<file path="src/hdl/utf8_to_utf16_bounded_transcoder_unit_macros.svh">
// Assertion macros for the UTF-8 to UTF-16 transcoder.
`ifndef UTF8_TO_UTF16_BOUNDED_TRANSCODER_UNIT_MACROS_SVH
`define UTF8_TO_UTF16_BOUNDED_TRANSCODER_UNIT_MACROS_SVH

// same-cycle implication, disabled in reset
`define U8U16_ASSERT_NOW(lbl, clk, rstn, ante, cons) \
    lbl: assert property (@(posedge clk) disable iff (!(rstn)) (ante) |-> (cons)) \
        else $error("u8u16 check failed");

// next-cycle implication, disabled in reset
`define U8U16_ASSERT_NEXT(lbl, clk, rstn, ante, cons) \
    lbl: assert property (@(posedge clk) disable iff (!(rstn)) (ante) |=> (cons)) \
        else $error("u8u16 check failed");

`endif

</file>
<file path="src/hdl/u8u16_pkg.sv">
// Types and constants shared by the UTF-8 to UTF-16 transcoder.
`default_nettype none
package u8u16_pkg;

    localparam int unsigned MAX_CAPACITY = 4096;
    localparam int unsigned BYTE_W       = 8;
    localparam int unsigned UNIT_W       = 16;
    localparam int unsigned CNT_W        = 13;
    localparam int unsigned POINT_W      = 21;
    localparam int unsigned PEND_W       = 2;
    localparam int unsigned RES_SLOTS    = 3;
    localparam int unsigned SLOT_W       = 2;
    localparam int unsigned QDEPTH       = 4;
    localparam int unsigned QPTR_W       = 2;
    localparam int unsigned QLVL_W       = 3;

    localparam int unsigned CNT_MAX      = (1 << CNT_W) - 1;
    localparam logic [CNT_W-1:0] LIMIT_CAP =
        (MAX_CAPACITY > CNT_MAX) ? CNT_W'(CNT_MAX) : CNT_W'(MAX_CAPACITY);
    localparam logic [CNT_W-1:0]   MAX_UNITS_RST = 13'd4096;
    localparam logic [UNIT_W-1:0]  HI_SURR       = 16'hD800;
    localparam logic [UNIT_W-1:0]  LO_SURR       = 16'hDC00;
    localparam logic [POINT_W-1:0] PAIR_BASE     = 21'h10000;

    typedef struct packed {
        logic [BYTE_W-1:0] text_byte;
        logic              has_byte;
        logic              end_of_text;
    } t_item;

    typedef struct packed {
        logic [POINT_W-1:0] partial_point;
        logic [PEND_W-1:0]  bytes_pending;
        logic [CNT_W-1:0]   unit_count;
        logic               halted;
    } t_state;

    typedef struct packed {
        logic [UNIT_W-1:0] code_unit;
        logic [CNT_W-1:0]  unit_index;
        logic              is_terminator;
        logic [CNT_W-1:0]  units_written;
        logic              last_result;
    } t_result;

    typedef struct packed {
        logic [QLVL_W-1:0] level;
        logic              room;
    } t_q_status;

endpackage
`default_nettype wire

</file>
<file path="src/hdl/u8u16_step.sv">
// Per-byte decode: next state and up to three results for one input item.
`default_nettype none
module u8u16_step (
    input  wire u8u16_pkg::t_state          i_state,
    input  wire u8u16_pkg::t_item           i_item,
    input  wire [u8u16_pkg::CNT_W-1:0]      i_limit,
    output u8u16_pkg::t_state               o_state,
    output u8u16_pkg::t_result              o_res [u8u16_pkg::RES_SLOTS],
    output logic [u8u16_pkg::SLOT_W-1:0]    o_count
);

    always_comb begin
        logic [u8u16_pkg::POINT_W-1:0] pt;
        logic [u8u16_pkg::POINT_W-1:0] v;
        logic                          emit;
        logic [u8u16_pkg::BYTE_W-1:0]  c;
        logic [u8u16_pkg::SLOT_W-1:0]  k;

        o_state = i_state;
        for (int i = 0; i < int'(u8u16_pkg::RES_SLOTS); i++) begin
            o_res[i] = '0;
        end
        k    = '0;
        emit = 1'b0;
        pt   = '0;
        v    = '0;
        c    = i_item.text_byte;

        if (i_item.has_byte && !i_state.halted) begin
            if (i_state.bytes_pending != '0) begin
                o_state.partial_point = {i_state.partial_point[14:0], c[5:0]};
                o_state.bytes_pending = i_state.bytes_pending - 2'd1;
                if (o_state.bytes_pending == '0) begin
                    emit = 1'b1;
                    pt   = o_state.partial_point;
                end
            end else if (i_state.unit_count >= i_limit) begin
                o_state.halted = 1'b1;
            end else if (!c[7]) begin
                emit = 1'b1;
                pt   = {13'b0, c};
            end else if (c[7:5] == 3'b110) begin
                o_state.partial_point = {16'b0, c[4:0]};
                o_state.bytes_pending = 2'd1;
            end else if (c[7:4] == 4'b1110) begin
                o_state.partial_point = {17'b0, c[3:0]};
                o_state.bytes_pending = 2'd2;
            end else if (c[7:3] == 5'b11110) begin
                o_state.partial_point = {18'b0, c[2:0]};
                o_state.bytes_pending = 2'd3;
            end
        end

        if (emit) begin
            if (pt[20:16] == '0) begin
                o_res[0].code_unit  = pt[15:0];
                o_res[0].unit_index = o_state.unit_count;
                o_state.unit_count  = o_state.unit_count + 13'd1;
                k = 2'd1;
            end else if (({1'b0, o_state.unit_count} + 14'd2) > {1'b0, i_limit}) begin
                o_state.halted = 1'b1;
            end else begin
                v = pt - u8u16_pkg::PAIR_BASE;
                o_res[0].code_unit  = u8u16_pkg::HI_SURR | {5'b0, v[20:10]};
                o_res[0].unit_index = o_state.unit_count;
                o_res[1].code_unit  = u8u16_pkg::LO_SURR | {6'b0, v[9:0]};
                o_res[1].unit_index = o_state.unit_count + 13'd1;
                o_state.unit_count  = o_state.unit_count + 13'd2;
                k = 2'd2;
            end
        end

        if (i_item.end_of_text) begin
            o_res[k].code_unit     = '0;
            o_res[k].unit_index    = o_state.unit_count;
            o_res[k].is_terminator = 1'b1;
            o_res[k].units_written = o_state.unit_count;
            o_state = '0;
            k = k + 2'd1;
        end

        if (k != '0) begin
            o_res[k - 2'd1].last_result = 1'b1;
        end
        o_count = k;
    end

endmodule
`default_nettype wire

</file>
<file path="src/hdl/u8u16_resq.sv">
// Four-entry result queue: pushes up to three results a cycle, pops one.
`default_nettype none
module u8u16_resq (
    input  wire                              i_clk,
    input  wire                              i_rst_n,
    input  wire u8u16_pkg::t_result          i_res [u8u16_pkg::RES_SLOTS],
    input  wire [u8u16_pkg::SLOT_W-1:0]      i_push_cnt,
    input  wire                              i_ready,
    output logic                             o_valid,
    output u8u16_pkg::t_result               o_res,
    output u8u16_pkg::t_q_status             o_status
);

    u8u16_pkg::t_result               r_mem [u8u16_pkg::QDEPTH];
    logic [u8u16_pkg::QPTR_W-1:0]     r_wr, r_rd;
    logic [u8u16_pkg::QLVL_W-1:0]     r_level;
    logic                             pop;

    function automatic logic [u8u16_pkg::SLOT_W-1:0] SLOT_W_EXT(input int idx);
        return u8u16_pkg::SLOT_W'(idx);
    endfunction

    assign o_valid = (r_level != '0);
    assign pop     = o_valid && i_ready;
    assign o_res   = r_mem[r_rd];

    assign o_status.level = r_level;
    assign o_status.room  = (r_level - {2'b0, pop}) <= 3'd1;

    always_ff @(posedge i_clk) begin
        for (int i = 0; i < int'(u8u16_pkg::RES_SLOTS); i++) begin
            if (SLOT_W_EXT(i) < i_push_cnt) begin
                r_mem[r_wr + u8u16_pkg::QPTR_W'(i)] <= i_res[i];
            end
        end
    end

    always_ff @(posedge i_clk) begin
        if (!i_rst_n) begin
            r_wr    <= '0;
            r_rd    <= '0;
            r_level <= '0;
        end else begin
            r_wr    <= r_wr + i_push_cnt;
            r_rd    <= r_rd + {1'b0, pop};
            r_level <= r_level + {1'b0, i_push_cnt} - {2'b0, pop};
        end
    end

endmodule
`default_nettype wire

</file>
<file path="src/hdl/utf8_to_utf16_bounded_transcoder_unit.sv">
// Streaming UTF-8 to UTF-16 transcoder with a configurable unit limit.
// Accepts one UTF-8 byte per cycle when the queue has room. Each byte is
// registered, decoded combinationally, and its results (one code unit, a
// surrogate pair, and/or the terminator) are pushed into a four-entry result
// queue that drains one result per cycle while the output is ready. Input is
// taken whenever the queue has room for three results; the queue absorbs one
// extra result (pair or terminator) without a stall, and while that backlog
// stands each further extra result holds input until the queue drains an
// entry if the output side keeps pace. The limit register may be written only
// while no string is in flight; the terminator result resets all string state.
`default_nettype none
`include "utf8_to_utf16_bounded_transcoder_unit_macros.svh"
module utf8_to_utf16_bounded_transcoder_unit (
    input  wire         i_clk,
    input  wire         i_rst_n,
    input  wire         i_s_axis_tvalid,
    output logic        o_s_axis_tready,
    input  wire  [7:0]  i_s_axis_tdata,   // text_byte
    input  wire         i_s_axis_tuser,   // has_byte
    input  wire         i_s_axis_tlast,   // end_of_text
    output logic        o_m_axis_tvalid,
    input  wire         i_m_axis_tready,
    output logic [47:0] o_m_axis_tdata,   // code_unit, unit_index, units_written, pad
    output logic        o_m_axis_tuser,   // is_terminator
    output logic        o_m_axis_tlast,   // last_result
    input  wire         i_cfg_valid,
    output logic        o_cfg_ready,
    input  wire  [12:0] i_cfg_data        // max_units
);

    u8u16_pkg::t_item               r_in;
    logic                           r_in_valid;
    u8u16_pkg::t_state              r_state;
    logic [u8u16_pkg::CNT_W-1:0]    r_max_units;

    u8u16_pkg::t_state              n_state;
    u8u16_pkg::t_result             step_res [u8u16_pkg::RES_SLOTS];
    logic [u8u16_pkg::SLOT_W-1:0]   step_cnt;
    logic [u8u16_pkg::SLOT_W-1:0]   push_cnt;
    logic [u8u16_pkg::CNT_W-1:0]    limit;
    u8u16_pkg::t_result             q_res;
    u8u16_pkg::t_q_status           q_status;
    logic                           fire;
    logic                           in_xfer;

    assign o_cfg_ready     = 1'b1;
    assign fire            = r_in_valid && q_status.room;
    assign o_s_axis_tready = !r_in_valid || fire;
    assign in_xfer         = i_s_axis_tvalid && o_s_axis_tready;
    assign push_cnt        = fire ? step_cnt : '0;
    assign limit           = (r_max_units < u8u16_pkg::LIMIT_CAP) ? r_max_units
                                                                  : u8u16_pkg::LIMIT_CAP;

    u8u16_step u_step (
        .i_state (r_state),
        .i_item  (r_in),
        .i_limit (limit),
        .o_state (n_state),
        .o_res   (step_res),
        .o_count (step_cnt)
    );

    u8u16_resq u_resq (
        .i_clk      (i_clk),
        .i_rst_n    (i_rst_n),
        .i_res      (step_res),
        .i_push_cnt (push_cnt),
        .i_ready    (i_m_axis_tready),
        .o_valid    (o_m_axis_tvalid),
        .o_res      (q_res),
        .o_status   (q_status)
    );

    assign o_m_axis_tdata = {6'b0, q_res.units_written, q_res.unit_index, q_res.code_unit};
    assign o_m_axis_tuser = q_res.is_terminator;
    assign o_m_axis_tlast = q_res.last_result;

    always_ff @(posedge i_clk) begin
        if (in_xfer) begin
            r_in.text_byte   <= i_s_axis_tdata;
            r_in.has_byte    <= i_s_axis_tuser;
            r_in.end_of_text <= i_s_axis_tlast;
        end
    end

    always_ff @(posedge i_clk) begin
        if (!i_rst_n) begin
            r_in_valid  <= 1'b0;
            r_state     <= '0;
            r_max_units <= u8u16_pkg::MAX_UNITS_RST;
        end else begin
            if (in_xfer) begin
                r_in_valid <= 1'b1;
            end else if (fire) begin
                r_in_valid <= 1'b0;
            end
            if (fire) begin
                r_state <= n_state;
            end
            if (i_cfg_valid && o_cfg_ready) begin
                r_max_units <= i_cfg_data;
            end
        end
    end

    `U8U16_ASSERT_NOW(a_valid_tracks_queue, i_clk, i_rst_n, 1'b1,
        o_m_axis_tvalid == (q_status.level != '0))
    `U8U16_ASSERT_NEXT(a_string_end_clears, i_clk, i_rst_n, fire && r_in.end_of_text,
        r_state == '0)
    `U8U16_ASSERT_NEXT(a_halt_freezes_count, i_clk, i_rst_n,
        r_state.halted && !(fire && r_in.end_of_text),
        r_state.unit_count == $past(r_state.unit_count))
    `U8U16_ASSERT_NOW(a_queue_bounded, i_clk, i_rst_n, 1'b1, q_status.level <= 3'd4)

endmodule
`default_nettype wire
</file>
<file path="config.mk">
export PLATFORM = sky130hd
export DESIGN_NAME = utf8_to_utf16_bounded_transcoder_unit
export DESIGN_NICKNAME = d
export VERILOG_FILES = /design/src/hdl/u8u16_pkg.sv /design/src/hdl/u8u16_step.sv /design/src/hdl/u8u16_resq.sv /design/src/hdl/utf8_to_utf16_bounded_transcoder_unit.sv
export VERILOG_INCLUDE_DIRS = /design/src /design/src/hdl
export SDC_FILE = /design/constraint.sdc
export NUM_CORES = 1
export LEC_CHECK = 0
export BUFFER_PORTS_ARGS = -buffer_cell sky130_fd_sc_hd__buf_2
export CELL_PAD_IN_SITES_DETAIL_PLACEMENT = 1
export CELL_PAD_IN_SITES_GLOBAL_PLACEMENT = 1
export CORE_UTILIZATION = 40
export CTS_CLUSTER_SIZE = 16
export DETAILED_ROUTE_END_ITERATION = 10
export PLACE_DENSITY_LB_ADDON = 0.1
export SYNTH_ARGS = -nofsm -noshare
export SYNTH_HDL_FRONTEND = slang
export SYNTH_SLANG_ARGS = --single-unit
</file>
<file path="constraint.sdc">
create_clock -name i_clk -period 18.6 [get_ports i_clk]
set_clock_uncertainty 0.2 [all_clocks]
set_input_delay 3.72 -clock i_clk [delete_from_list [all_inputs] [get_ports i_clk]]
set_output_delay 3.72 -clock i_clk [all_outputs]
set_load 0.02 [all_outputs]
</file>
==> out/results.txt, run 1 <==
status: completed
TritonCTS buffer count: 27
Fin Setup TNS: 0 ps
Hold Fails Final Rpt: 0
# nets final: 1400
Worst Hold Path Cells: 2
maximum root-to-sink buffer count: 3
Die Width: 186 um
total gr overflow: 0
cts repair resizes: 0
routed vias: 10877
final worst-path cycle share: 0.475
CTS H-tree lvls: 1
Post-Layout Inst Area: 15100 um2
Crit. End Element: primary output
Post-synth ARST share: 0
CTS tree: built
WHS: 282 ps
Placed Cells: 1746
ant diodes: 0
share of layout cells above drive strength 1: 0.160
largest family of logic cells by synthesized area: compound AO/OA/AOI/OAI gates
Worst Reg-to-Reg Cells: 18
critical path type: input port to primary output
yosys warns: 0
Pleak: 0.00519 uW
fmax: 113 MHz
Max stage delay on crit path: 220 ps
Post-Syn Instances: 1300
port bufs: 73
Worst slew margin: 0.166
CP startpoint kind: input port
vias in the first global route: 10916
HP Class: flop to flop
CP Cell Sequence: buf_2 > and2_1 > ha_1 > ha_1 > xnor2_1 > nand2_1 > nand2_1 > buf_2
sequential area share after synthesis: 0.491
Post-synth EDFFs: 186
crit path max fanout: 3
FF/Latch Area: 6630 um2
WL final: 44500 um
die area: 34500 um2
syn_area_per_cell: 10.4 um2
Final min period: 8830 ps
placed inst area: 14300 um2
initial antenna violation count: 0
RSZ-0062 raised after global routing: false
Setup Fix Bufs, Post-CTS: 0
flops & latches, synth: 238
max-cap violations: 0
Synth Area in Compound Gates: 0.168
share of the synthesized area in the top cell type: 0.414
post-synthesis mux area share: 0.0887
post-synthesis xor/xnor area fraction: 0.0208
Wirelength per Cell: 24.8 um
Worst Max-Slew Pin Slew: 1240 ps
residual DRC count: 0
crit path DAT: 4910 ps
worst skew pair latency: 570 ps
DRT Pass-1 Iters: 5
post-route ant nets: 0
largest net degree at the start of global routing: 46
power per cell area: 102 nW/um2
Worst IR Drop VDD: 0.000105 V
Post-Synth Adder-Cell Area: 0.0367
P&R area growth vs syn: 12.3%
Rows: 66
Synth Cell Area: 13500 um2
I/O pin count: 81
area of the multi-input gates: 6440 um2
Clock Tree Root: clkbuf_16
Synth area leaders: edfxtp_1 (41%), dfxtp_1 (7.7%), mux4_2 (7.3%)
Synth area leader: edfxtp_1
Setup Viol. Count Final: 0
Sink Count: 238
slowest CP cell: xnor2_1
Vias per Instance: 6.07
final non-filler cell total: 1793
Final GP Congestion: 0.854
fillers: 3682
Post-Synth Simple-Gate Area: 0.157
die height: 186 um
first-pass GRT wire length: 67600 um
Starting Density: 0.410
Max Slew Vio Count: 0
Most used DFF post-synth: edfxtp_1
gr usage total: 0.263
Cell variety after synth: 74
drt initial violations: 981
hold_buf cts: 0
CTS clk-pin slew, worst paths: 60 ps
hpwl dp: 30500 um
WP data required: 14680 ps
Core Area: 32900 um2
-- power breakdown --
| group | switching (uW) | internal (uW) | total [uW] |
|---|---|---|---|
| Sequential | 16.5 | 607 | 624 |
| Combinational | 240 | 136 | 375 |
| Clock | 223 | 321 | 544 |
| Total | 479 | 1060 | 1540 |
-- Yosys cell counts (all sizes together), types with 13 or more instances --
cell,number
xnor2,24
ha,38
buf,27
a21oi,76
nor3,16
clkbuf,73
a22oi,14
a221oi,35
o22ai,16
nand2b,16
nand3,44
o211ai,17
mux2i,16
and2,16
edfxtp,186
nor2,188
nand2,137
a32oi,17
a22o,13
o21ai,76
mux4,44
inv,21
dfxtp,52
-- layer usage --
metal / share of wire / wire, um / global-route usage / up-vias
met3: 0.067 / 3000 / 0.0472 / 68
met1: 0.45 / 20200 / 0.373 / 5452
met4: 0.024 / 1080 / 0.0731 / 0
met5: 0 / 0 / 0 / -
met2: 0.46 / 20300 / 0.412 / 392
li1: - / - / - / 4965
-- flip-flops by register name, indices dropped and copies added (netlist names) --
register	flops
u_resq.r_wr	2
u_resq.r_level	3
r_in	10
u_resq.r_mem	176
r_max_units	13
u_resq.r_rd	2
r_in_valid	1
r_state	31
-- per-stage QoR --
stage,power [uW],utilization,worst slack [ps]
after CTS,1560,0.461,9770
after detailed placement,1010,0.434,9780
after global placement,1010,0.434,9770
after floorplan,895,-,9920
after global routing,1610,0.461,9690
final,1540,0.461,9770
-- path summary, 6_finish.rpt --
path | end | slack (ps) | start
worst min register to register | r_state[26] | 280 | r_state[26]
worst max register to register | u_resq.r_mem[0][20] | 11220 | r_state[4]
worst min-delay path | r_state[26] | 280 | r_state[26]
worst max-delay path | o_s_axis_tready | 9770 | i_m_axis_tready
-- kinds of logic (layout without fill, tap and decap cells) --
family / Yosys count / after routing
fa+ha+maj: 39 / 39
simple gates: 473 / 473
mux: 64 / 64
other cells: 2 / 7
compound gates: 331 / 331
xor+xnor: 32 / 32
flops: 238 / 238
buf+inv: 121 / 167
-- cells in the final DEF (no fill, tap or decap), types with 19 or more instances in the layout --
| master | n |
|---|---|
| buf_2 | 73 |
| mux4_2 | 44 |
| nand3_1 | 44 |
| nand2_1 | 137 |
| o21ai_0 | 66 |
| a21oi_1 | 71 |
| a221oi_1 | 34 |
| edfxtp_1 | 186 |
| dfxtp_1 | 50 |
| xnor2_1 | 24 |
| buf_4 | 26 |
| inv_1 | 19 |
| nor2_1 | 180 |
| ha_1 | 38 |
| clkbuf_16 | 28 |
-- area by class of cell --
cell class,instances,area share
Clock buffer,37,0.0491
Clock inverter,10,0.00908
Inverter,21,0.00520
Multi-Input combinational cell,946,0.425
Sequential cell,238,0.438
Tap cell,442,0.0365
Timing Repair Buffer,99,0.0370
-- critical path: cells and delay by family --
family,cells,cell delay (ps)
buffers and inverters,2,250
and+or+nand+nor,3,320
xor gates and xnor gates,1,220
adders and majority gates,2,390
No activity file was read; power rests on OpenSTA's default activity.
==> run 2, diff against run 1 <==
==> constraint.sdc (replaced) <==
create_clock -name i_clk -period 8.2 [get_ports i_clk]
set_clock_uncertainty 0.2 [all_clocks]
set_input_delay 1.64 -clock i_clk [delete_from_list [all_inputs] [get_ports i_clk]]
set_output_delay 1.64 -clock i_clk [all_outputs]
set_load 0.02 [all_outputs]
==> run 2 against run 1 <==
Effect of this change:
- total power is 120% higher
- critical path depth is 10 higher
- design area hardly changed
- die area stayed put
- clock power is 110% higher
- register-to-register slack worse by 9600 ps
- wire length is 0.46% higher
- combinational power is 120% higher
- non-clock buffer count is 4 higher
- utilization hardly changed
- sequential power is 130% higher
- largest power group unchanged
==> out/results.txt, run 2 (synthesis results as in run 1) <==
Final GP Congestion: 0.896
max-cap violations: 0
port bufs: 73
power per cell area: 225 nW/um2
hold_buf cts: 0
maximum root-to-sink buffer count: 3
Setup Viol. Count Final: 0
TritonCTS buffer count: 28
CP startpoint kind: flop
Crit. End Element: flop
ant diodes: 0
Final min period: 6610 ps
RSZ-0062 raised after global routing: false
Core Area: 32900 um2
commonest non-fill, non-tap cell in the layout: edfxtp_1
final worst-path cycle share: 0.806
Worst slew margin: 0.185
Hold Fails Final Rpt: 0
die height: 186 um
I/O pin count: 81
critical path startpoint: r_state[2]
Post-Layout Inst Area: 15100 um2
Worst IR Drop VDD: 0.000180 V
P&R area growth vs syn: 12.3%
drt initial violations: 912
post-route ant nets: 0
Vias per Instance: 6.05
status: completed
Die Width: 186 um
largest register by flop count: u_resq.r_mem
Pleak: 0.00519 uW
CTS H-tree lvls: 1
fillers: 3706
worst flop-to-flop path startpoint: r_state[2]
Starting Density: 0.410
WL final: 44700 um
total gr overflow: 0
Wirelength per Cell: 24.8 um
CTS clk-pin slew, worst paths: 60 ps
Clock Tree Root: clkbuf_16
hpwl dp: 31500 um
fmax: 151 MHz
HP Start: r_state[26]
initial antenna violation count: 0
DRT Pass-1 Iters: 5
Fin Setup TNS: 0 ps
residual DRC count: 0
placed inst area: 14300 um2
Setup Fix Bufs, Post-CTS: 0
crit path max fanout: 34
Worst Max-Slew Pin Slew: 1210 ps
Largest regs: u_resq.r_mem (176), r_state (31), r_max_units (13)
gr usage total: 0.265
HP Class: flop to flop
die area: 34500 um2
largest net degree at the start of global routing: 46
crit path DAT: 6710 ps
# nets final: 1405
Sink Count: 238
WP data required: 8300 ps
most frequent cells in the layout: edfxtp_1 (186), nor2_1 (180), nand2_1 (137)
share of layout cells above drive strength 1: 0.163
worst skew pair latency: 570 ps
CTS tree: built
max reg flops: 176
critical path type: flop to flop
vias in the first global route: 10993
cts repair resizes: 0
Rows: 66
first-pass GRT wire length: 68600 um
Max Slew Vio Count: 0
routed vias: 10890
## run 2: report_power, final
| part | total (uW) | switching (uW) | leakage (uW) | internal [uW] |
|---|---|---|---|---|
| sequential | 1440 | 57.3 | 0.00211 | 1380 |
| combinational | 839 | 527 | 0.00268 | 312 |
| clock | 1140 | 511 | 0.000404 | 628 |
| total | 3410 | 1100 | 0.00519 | 2320 |
## run 2: final timing paths
check                            end  slack (ps)  cells after the start
setup / recovery  u_resq.r_mem[3][2]        1590                     18
hold / removal           r_state[26]         280                      2
setup reg to reg  u_resq.r_mem[3][2]        1590                     18
hold reg to reg          r_state[26]         280                      2
## run 2: per-stage QoR
stage	hold WS (ps)	utilization	power (uW)	setup WS (ps)	std cells
final	278	0.461	3410	1590	1801
after global routing	313	0.461	3560	1240	1801
after CTS	284	0.461	3450	1610	1801
after detailed placement	274	0.436	2310	1660	1750
after global placement	264	0.436	2300	1850	1750
after floorplan	245	-	2030	958	1305
## run 2: cell type report
class	instances	area, um2	area share
Clock buffer	34	723	0.0478
Inverter	21	78.8	0.00521
Timing Repair Buffer	103	603	0.0398
Clock inverter	17	106	0.00702
Tap cell	442	553	0.0365
Multi-Input combinational cell	946	6450	0.426
Sequential cell	238	6630	0.438
## run 2: critical path: stages (launching register included)
cell and delay (ps):
dfxtp_1 620, ha_1 290, and3_1 230, nand4_1 180
xnor2_1 210, ha_1 350, a22oi_1 180, o211ai_1 120
a311o_1 370, a31o_1 340, a211oi_2 270, buf_4 240
inv_1 90, ha_1 310, and3_1 330, o21a_1 410
nor2_1 950, a21oi_4 310, buf_12 280
## run 2: metal layers
layer	share of wire	wire length, um	track usage
met1	0.46	20500	0.382
met2	0.45	20000	0.411
met5	0	0	0
met4	0.028	1250	0.0767
met3	0.065	2910	0.0428
==> run 3, diff against run 2 <==
==> constraint.sdc (replaced) <==
create_clock -name i_clk -period 6.8 [get_ports i_clk]
set_clock_uncertainty 0.2 [all_clocks]
set_input_delay 1.36 -clock i_clk [delete_from_list [all_inputs] [get_ports i_clk]]
set_output_delay 1.36 -clock i_clk [all_outputs]
set_load 0.02 [all_outputs]
==> run 3 against run 2 <==
Effect of this change:
- clock-buffer cell count fell by 4
- hold slack improved by 1.6 ps
- wire length rose by 0.19%
- non-clock buffer count rose by 13
- first-iteration DRC count rose by 0.88%
- via count rose by 1.5%
- clock power rose by 55%
- worst setup slack got worse by 1100 ps
- critical path depth did not move
- utilization rose by 1.1 points
- sequential cell count did not move
- sequential share of layout area fell by 1.1 points
==> out/results.txt, run 3 (synthesis results as in run 1) <==
share of layout cells above drive strength 1: 0.179
total gr overflow: 0
CP startpoint kind: flop
fillers: 3615
P&R area growth vs syn: 15.1%
WP data required: 6880 ps
cts repair resizes: 0
TritonCTS buffer count: 28
status: completed
final non-filler cell total: 1815
WL final: 44800 um
hpwl dp: 31100 um
area of the multi-input gates: 6440 um2
I/O pin count: 81
Total Power: 4530 uW
CTS clk-pin slew, worst paths: 60 ps
Placed Cells: 1763
Setup Fix Bufs, Post-CTS: 0
Worst Max-Slew Pin Slew: 1250 ps
# nets final: 1418
first-pass GRT wire length: 68100 um
routed vias: 11048
Place WS: 750 ps
power per cell area: 292 nW/um2
Worst IR Drop VDD: 0.000197 V
hold_buf cts: 0
Setup Viol. Count Final: 0
fmax: 159 MHz
port bufs: 73
CTS tree: built
drt initial violations: 920
die area: 34500 um2
largest net degree at the start of global routing: 46
Die Width: 186 um
Fin Setup TNS: 0 ps
commonest non-fill, non-tap cell in the layout: edfxtp_1
Max Slew Vio Count: 0
CTS H-tree lvls: 1
Starting Density: 0.410
worst skew pair latency: 570 ps
crit path DAT: 6360 ps
final worst-path cycle share: 0.923
die height: 186 um
max-cap violations: 0
Rows: 66
max reg flops: 176
vias in the first global route: 10891
crit path max fanout: 37
DRT Pass-1 Iters: 5
Largest regs: u_resq.r_mem (176), r_state (31), r_max_units (13)
post-route ant nets: 0
Sink Count: 238
initial antenna violation count: 1
maximum root-to-sink buffer count: 3
Pleak: 0.00538 uW
Vias per Instance: 6.09
gr usage total: 0.264
WHS: 280 ps
FF/Latch Area: 6630 um2
Wirelength per Cell: 24.7 um
Final min period: 6280 ps
largest register by flop count: u_resq.r_mem
most frequent cells in the layout: edfxtp_1 (186), nor2_1 (180), nand2_1 (137)
HP Class: flop to flop
ant diodes: 0
residual DRC count: 0
critical path type: flop to flop
Final WS setup: 525 ps
RSZ-0062 raised after global routing: false
Hold Fails Final Rpt: 0
Crit. End Element: flop
Final GP Congestion: 0.927
Clock Tree Root: clkbuf_16
Core Area: 32900 um2
Worst slew margin: 0.162
-- run 3: cell types whose count changed in the layout (fill, tap and decap cells not counted), moves of 2 or more --
cell       previous run  this run
buf_4                29        41
bufinv_16             0         9
o21ai_1               8        10
clkbuf_1              6         1
clkinv_4              0         3
clkinv_1              8         1
-- run 3: where the power goes --
group / internal (uW) / switching, uW / total, uW
combinational: 381 / 602 / 982
sequential: 1660 / 109 / 1770
clock: 1110 / 658 / 1770
total: 3160 / 1370 / 4520
-- run 3: cell type report --
cell class                 count  share of cell area
timing repair buffer         116              0.0460
sequential                   238               0.427
inverter                      21             0.00508
clock buffer                  30              0.0463
tap                          442              0.0356
clock inverter                22              0.0244
multi-input combinational    946               0.415
-- run 3: per-layer routing --
metal	vias to the layer above	track usage	routed length, um
li1	5005	-	-
met1	5525	0.382	20300
met2	446	0.410	20100
met3	72	0.0368	3190
met4	0	0.0738	1200
met5	-	0	0
-- run 3: final timing paths --
path | start | endpoint | slack [ps] | depth (start not counted)
hold reg to reg | r_state[26] | r_state[26] | 280 | 2
hold / removal | r_state[26] | r_state[26] | 280 | 2
setup reg to reg | r_state[4] | u_resq.r_mem[2][0] | 520 | 18
setup / recovery | r_state[4] | u_resq.r_mem[2][0] | 520 | 18
-- run 3: critical path, cell delays in order, from the launching register on --
cell	delay (ps)
dfxtp_1	690
nand2_1	150
or3_1	520
nor2_1	240
xnor2_1	110
ha_1	220
a22oi_1	180
o211ai_1	110
a311o_1	360
a31o_1	340
a211oi_2	360
inv_1	110
ha_1	320
and3_1	340
nor2_2	390
nor2_2	90
nor2_1	710
a21oi_4	230
buf_12	230
-- run 3: metrics by stage --
| stage | area [um2] | util |
|---|---|---|
| final | 15500 | 0.472 |
| after CTS | 15500 | 0.472 |
| after global placement | 14400 | 0.439 |
| after detailed placement | 14400 | 0.439 |
| after global routing | 15500 | 0.472 |
| after floorplan | 13500 | - |
